### src/hw/rtl/qmn_pkg.sv
package qmn_pkg;

   // Width and reset value of the zero threshold register (Q2.60).
   localparam int THRESH_W = 62;
   localparam logic [THRESH_W-1:0] THRESH_RESET = 62'd11529215046;

   // The threshold is held with this many fraction bits.
   localparam int THRESH_FRAC = 60;

   typedef enum logic {
      OP_MULTIPLY  = 1'b0,
      OP_NORMALIZE = 1'b1
   } op_type;

   // Pipeline control shared by the top level and the pipelined root and divider units.
   typedef struct packed {
      logic enable;
   } qmn_ctl_type;

   // Hamilton product terms, components ordered x, y, z, w.
   // Each output component is the sum of four left*right products.
   typedef int unsigned term_idx_type [4][4];
   typedef bit          term_neg_type [4][4];

   localparam term_idx_type HAM_L = '{'{3, 0, 1, 2}, '{3, 0, 1, 2},
                                      '{3, 0, 1, 2}, '{3, 0, 1, 2}};
   localparam term_idx_type HAM_R = '{'{0, 3, 2, 1}, '{1, 2, 3, 0},
                                      '{2, 1, 0, 3}, '{3, 0, 1, 2}};
   localparam term_neg_type HAM_NEG = '{'{0, 0, 0, 1}, '{0, 1, 0, 0},
                                        '{0, 0, 1, 0}, '{0, 1, 1, 1}};

endpackage

### src/hw/rtl/qmn_isqrt.sv
// Pipelined integer square root, one root bit resolved per stage.
module qmn_isqrt #(
   parameter int ROOT_W = 37
) (
   input  logic                  clock,
   input  qmn_pkg::qmn_ctl_type  ctl,
   input  logic [2*ROOT_W-1:0]   radicand,
   output logic [ROOT_W-1:0]     root
);

   localparam int SQ_W = 2 * ROOT_W;

   logic [SQ_W:0]     rem_ff  [ROOT_W];
   logic [ROOT_W-1:0] root_ff [ROOT_W];

   for (genvar k = 0; k < ROOT_W; k++) begin : g_stage
      localparam int B = ROOT_W - 1 - k;
      logic [SQ_W:0]     rem_prev;
      logic [ROOT_W-1:0] root_prev;
      logic [SQ_W:0]     trial;
      logic [SQ_W:0]     rem_in;
      logic [ROOT_W-1:0] root_in;

      if (k == 0) begin : g_first
         assign rem_prev  = {1'b0, radicand};
         assign root_prev = '0;
      end else begin : g_next
         assign rem_prev  = rem_ff[k-1];
         assign root_prev = root_ff[k-1];
      end

      // (root + 2^B)^2 - root^2 = root * 2^(B+1) + 2^(2B).
      assign trial = ({{(SQ_W+1-ROOT_W){1'b0}}, root_prev} << (B + 1))
                   + ((SQ_W+1)'(1) << (2 * B));

      always_comb begin
         if (rem_prev >= trial) begin
            rem_in  = rem_prev - trial;
            root_in = root_prev | (ROOT_W'(1) << B);
         end else begin
            rem_in  = rem_prev;
            root_in = root_prev;
         end
      end

      always_ff @(posedge clock) begin
         if (ctl.enable) begin
            rem_ff[k]  <= rem_in;
            root_ff[k] <= root_in;
         end
      end
   end

   assign root = root_ff[ROOT_W-1];

endmodule

### config.mk
export PLATFORM = sky130hd
export DESIGN_NAME = qmn_isqrt
export DESIGN_NICKNAME = d
export VERILOG_FILES = /design/src/hw/rtl/qmn_pkg.sv /design/src/hw/rtl/qmn_isqrt.sv
export SDC_FILE = /design/constraint.sdc
export NUM_CORES = 2
export LEC_CHECK = 0
export BUFFER_PORTS_ARGS = -buffer_cell sky130_fd_sc_hd__buf_4
export CAP_MARGIN = 0
export CORE_AREA = 2 2 701 703
export DETAILED_ROUTE_END_ITERATION = 8
export DIE_AREA = 0 0 703 705
export GPL_TIMING_DRIVEN = 0
export HOLD_SLACK_MARGIN = 0.05
export PLACE_DENSITY_LB_ADDON = 0.12
export SLEW_MARGIN = 10
export SYNTH_ARGS = -nofsm -noshare
export SYNTH_HDL_FRONTEND = slang
export SYNTH_MEMORY_MAX_BITS = 65536
export SYNTH_SLANG_ARGS = --single-unit
export TNS_END_PERCENT = 5
### constraint.sdc
create_clock -name clock -period 6.15 [get_ports clock]
set_input_delay 0.9225 -clock clock [delete_from_list [all_inputs] [get_ports clock]]
set_output_delay 0.9225 -clock clock [all_outputs]
set_load 0.01 [all_outputs]
# Yosys cells after proc, flatten, opt, wreduce, memory -nomap -nowiden
# Memory sizes are Yosys's and may differ from the RTL's.
# Index checks and enable logic that the tools add are counted.
# Widths: inputs -> output; s select.
# word_totals
mem_count	2
word_cells	188
ff_bits	0
mem_bits_rw	4144
output_inout_bits	37
# op_classes
add_sub_neg	73
n_mux	76
magnitude_cmp	37
# memory_table
memory	depth	word_bits	rd	rd_clocked_by_memory_dff	wr	line	rtl
rem_ff	37	75	36	0	37	qmn_isqrt.sv:13	logic [SQ_W:0] rem_ff [ROOT_W];
root_ff	37	37	37	0	37	qmn_isqrt.sv:14	logic [ROOT_W-1:0] root_ff [ROOT_W];
# op_table
op	n
$mux 75	37
$ge 75x39->1	1
$ge 75x40->1	1
$ge 75x41->1	1
$ge 75x42->1	1
$ge 75x43->1	1
$ge 75x44->1	1
$ge 75x45->1	1
$ge 75x46->1	1
$ge 75x47->1	1
$ge 75x48->1	1
$ge 75x49->1	1
$ge 75x50->1	1
$ge 75x51->1	1
$ge 75x52->1	1
$ge 75x53->1	1
$ge 75x54->1	1
$ge 75x55->1	1
$ge 75x56->1	1
$ge 75x57->1	1
$ge 75x58->1	1
$ge 75x59->1	1
$ge 75x60->1	1
$ge 75x61->1	1
124 further kinds	126

# Longest topological paths before layout
# An unclocked memory read counts as a cell.
# depth
ltp_word	4
depth_mapped	16
ltp_nobuf	12

# Worst setup path after synthesis
# OpenSTA, ideal clock, no wires.
# synth_timing
path_kind	reg2reg
startpoint	memory rem_ff[6][246] (netlist bit)
endpoint	memory rem_ff[7][70] (netlist bit) (data pin)
synth_period_minus_slack_ns	3.572
path_stages_with_launch	11
t_arrival_ns	3.314
slack_ns	2.578
required_time_ns	5.892
cell_sequence	edfxtp_1 ha_1 a21oi_1 o21ai_0 o311ai_0 a21oi_1 o31ai_1 nand4b_1 a2111oi_0 nand4_1 xnor2_1
# synth_rtl
element	line
start: declaration	qmn_isqrt.sv:13

==> results.ini <==
[outcome]
status=finished, final reports clean

[clock_network]
clkSinkCount=3403
clockBufferDepth=4
post_cts_buffers=0
cts-root-buf=clkbuf_16
clk_pin_slew_ps=60
cts_max_level=5
clkLatencyLatePin_ps=1000
cts_tree=done
cts_resized=0
cts_buffers=381

[synth]
synth_area_per_cell_um2=12.3
synth_fa_ha_area_share_pct=5.57
synth.mux.area_fraction_pct=0.689
synth_cells=13400
synthArstFlopShare_pct=0
synth_compound_area_share_pct=9.73
synth_area_um2=165000
synthXorXnorAreaFrac_pct=6.54
synth-seq-cells=3403
syn_nets=14200
ys_top_cells_by_area=edfxtp_1, ha_1, xor2_1
synth_top_family_by_area=simple AND/OR/NAND/NOR gates
ys.flop_type=edfxtp_1
synth_top_area_share_pct=61.8
synth-edff-count=3403
yosys.area.top_type=edfxtp_1
synth_simple_gate_area_share_pct=12.8
ys_warn_count=0
synth_cell_types=93
ys_seq_area_share_pct=61.8

[sta]
drv_slew=0
finClkSkew_ps=88.3
relSlewSlack_pct=15.7
holdWs_ps=202
fmax_ghz=0.183
finalSetupTns_ps=0
rsz0062_at_grt=no
period_needed_ps=5480
finalHoldViolations=0
setup_violations=0
finalCritPeriodShare_pct=89.1
tightest_slew_ps=1250

[route]
drtPass1Iterations=8
routedWlPerCell_um=23.4
drcViolationCount=0
wl_mm=487
drt_iter0_drc=8153
vias=107000
ant_nets=0
vias_per_cell=5.12

[die]
start_util_pct=33.9
die_area_um2=496000
fp.dieW_um=703
num_io_pins=113
core-area_um2=488000
rows=257
fp.dieH_um=705

[global_route]
grt_max_degree=167
antenna_found_initial=21
grt_pass1_wl_mm=714
grt_usage_pct=19.2
grt.overflow.total=0
first_global_vias=107000

[placement]
gp_congestion=0.862
dp.cells=20100
hpwlAfterDp_mm=380
port-buffer-count=112

[setup_path]
critPathKind=reg -> reg
cp-endpoint=rem_ff[7][32]
end_kind=flip-flop
critPathRequiredTime_ps=6780
worstReg2RegStart=root_ff[3][124]
worstReg2RegEnd=rem_ff[7][32]
crit_fanout=10
reg2reg_slack_ps=670
crit_path_start=root_ff[3][124]
startpoint_type=flip-flop
worst-r2r-cell-count=12
cp.arrival_ps=6110

[final_layout]
areaGrowthSynthToFinish_pct=13.7
drive_gt1_share_pct=6.39
fin_cells=20800
post-route-util_pct=38.5
nets=14800

[pwr]
powerDensity_nw_per_um2=381
power_mw=71.6
vdd_drop_max_mv=0.258
power.leakage_nw=68.8

[min_path]
hp-class=in -> reg

[run]
maxCapViolations=0

==> worst max-delay path: stages (launching register included) <==
cell and delay (ps):
edfxtp_1 500, inv_1 90, ha_1 350, nand4_1 360, a21oi_1 460, o311ai_0 420
nor3_1 580, o211ai_1 230, nand2b_1 150, buf_2 310, buf_1 710, buf_1 540
a21oi_1 440
==> cell usage after synthesis, types with 60 or more instances <==
| cell type | n |
|---|---|
| edfxtp_1 | 3403 |
| inv_1 | 945 |
| a21oi_1 | 927 |
| nor2_1 | 916 |
| nand2_1 | 862 |
| ha_1 | 736 |
| xor2_1 | 636 |
| xnor2_1 | 599 |
| o21ai_0 | 595 |
| nor4_1 | 506 |
| nor3_1 | 388 |
| a21o_1 | 278 |
| clkbuf_1 | 272 |
| nand4_1 | 247 |
| nand3_1 | 229 |
| or3_1 | 171 |
| nand2b_1 | 113 |
| o21a_1 | 113 |
| or4_1 | 110 |
| nor2b_1 | 100 |
| o21bai_1 | 95 |
| mux2_2 | 94 |
| a31oi_1 | 74 |
| o211ai_1 | 73 |
| nor4b_1 | 71 |
| or2_2 | 63 |
| and3_1 | 62 |
| o31ai_1 | 60 |
==> worst min-delay path by stage <==
| stage | startpoint | endpoint | slack (ps) | depth (start not counted) |
|---|---|---|---|---|
| 5_1_grt | radicand[73] | root_ff[0][36] | 130 | 2 |
| 4_1_cts | radicand[73] | root_ff[0][36] | 90 | 2 |
| 6_report | radicand[73] | root_ff[0][36] | 200 | 2 |
| 2_1_floorplan | rem_ff[1][188] | rem_ff[1][263] | 420 | 0 |
| 3_5_place_dp | rem_ff[7][4] | rem_ff[7][79] | 430 | 0 |
| 3_3_place_gp | rem_ff[1][189] | rem_ff[1][264] | 430 | 0 |
==> logic make-up after synthesis <==
family | after synthesis
fa+ha+maj | 736
mux | 102
simple gates | 4080
xor+xnor | 1235
flops | 3403
compound gates | 2608
other cells | 1
buf+inv | 1271
==> power by group <==
| group | switching, mW | internal (mW) | total [mW] |
|---|---|---|---|
| Combinational | 10.5 | 6.34 | 16.9 |
| Clock | 9.52 | 12.8 | 22.3 |
| Sequential | 2.83 | 29.6 | 32.4 |
| Total | 22.9 | 48.7 | 71.6 |
==> flip-flops by register name, indices dropped and copies added (netlist names) <==
name and flops:
root_ff 703, rem_ff 2700
==> area by class of cell <==
class | instances | area (µm²)
Sequential cell | 3403 | 102000
Buffer | 321 | 1240
Fill cell | 47000 | 300000
Tap cell | 6475 | 8100
Antenna cell | 8 | 20.0
Timing Repair Buffer | 216 | 2300
Clock inverter | 239 | 2250
Multi-Input combinational cell | 8762 | 58400
Inverter | 950 | 3570
Clock buffer | 460 | 9920
==> routing by layer <==
layer	vias up	share of wire, %	global-route usage, %
met5	-	0.0027	0
met2	2155	51	34.4
met1	52000	42	23.9
met3	684	3.6	1.92
li1	51700	-	-
met4	2	3.8	6.72
==> cells in the final DEF, fill, tap and decap left out, drive strengths merged, types with 62 or more instances in the layout <==
cell         instances
buf                191
clkbuf             733
or3                171
ha                 736
clkinv             175
nor4b               72
o21bai              95
nand4              247
mux2                94
a21o               278
nand2b             113
edfxtp            3403
or4                112
a31oi               74
dlygate4sd3         72
xnor2              599
xor2               636
nand3              229
nor4               507
o21ai              599
o211ai              74
a21oi              927
nor2b              100
nor2               917
inv                966
and3                62
o21a               113
nor3               389
or2                 64
nand2              862
==> per-stage QoR <==
step | area [µm²] | worst slack (ps)
CTS | 188000 | 699
finish | 188000 | 671
global route | 188000 | 487
global placement | 174000 | -29420
detailed placement | 175000 | -1.85
floorplan | 165000 | 2580
==> repair_timing <==
item,CTS,global route
hold endpoints to repair,72,0
hold buffers,72,0
setup endpoints to repair,0,0
No activity file was read; power rests on OpenSTA's default activity.
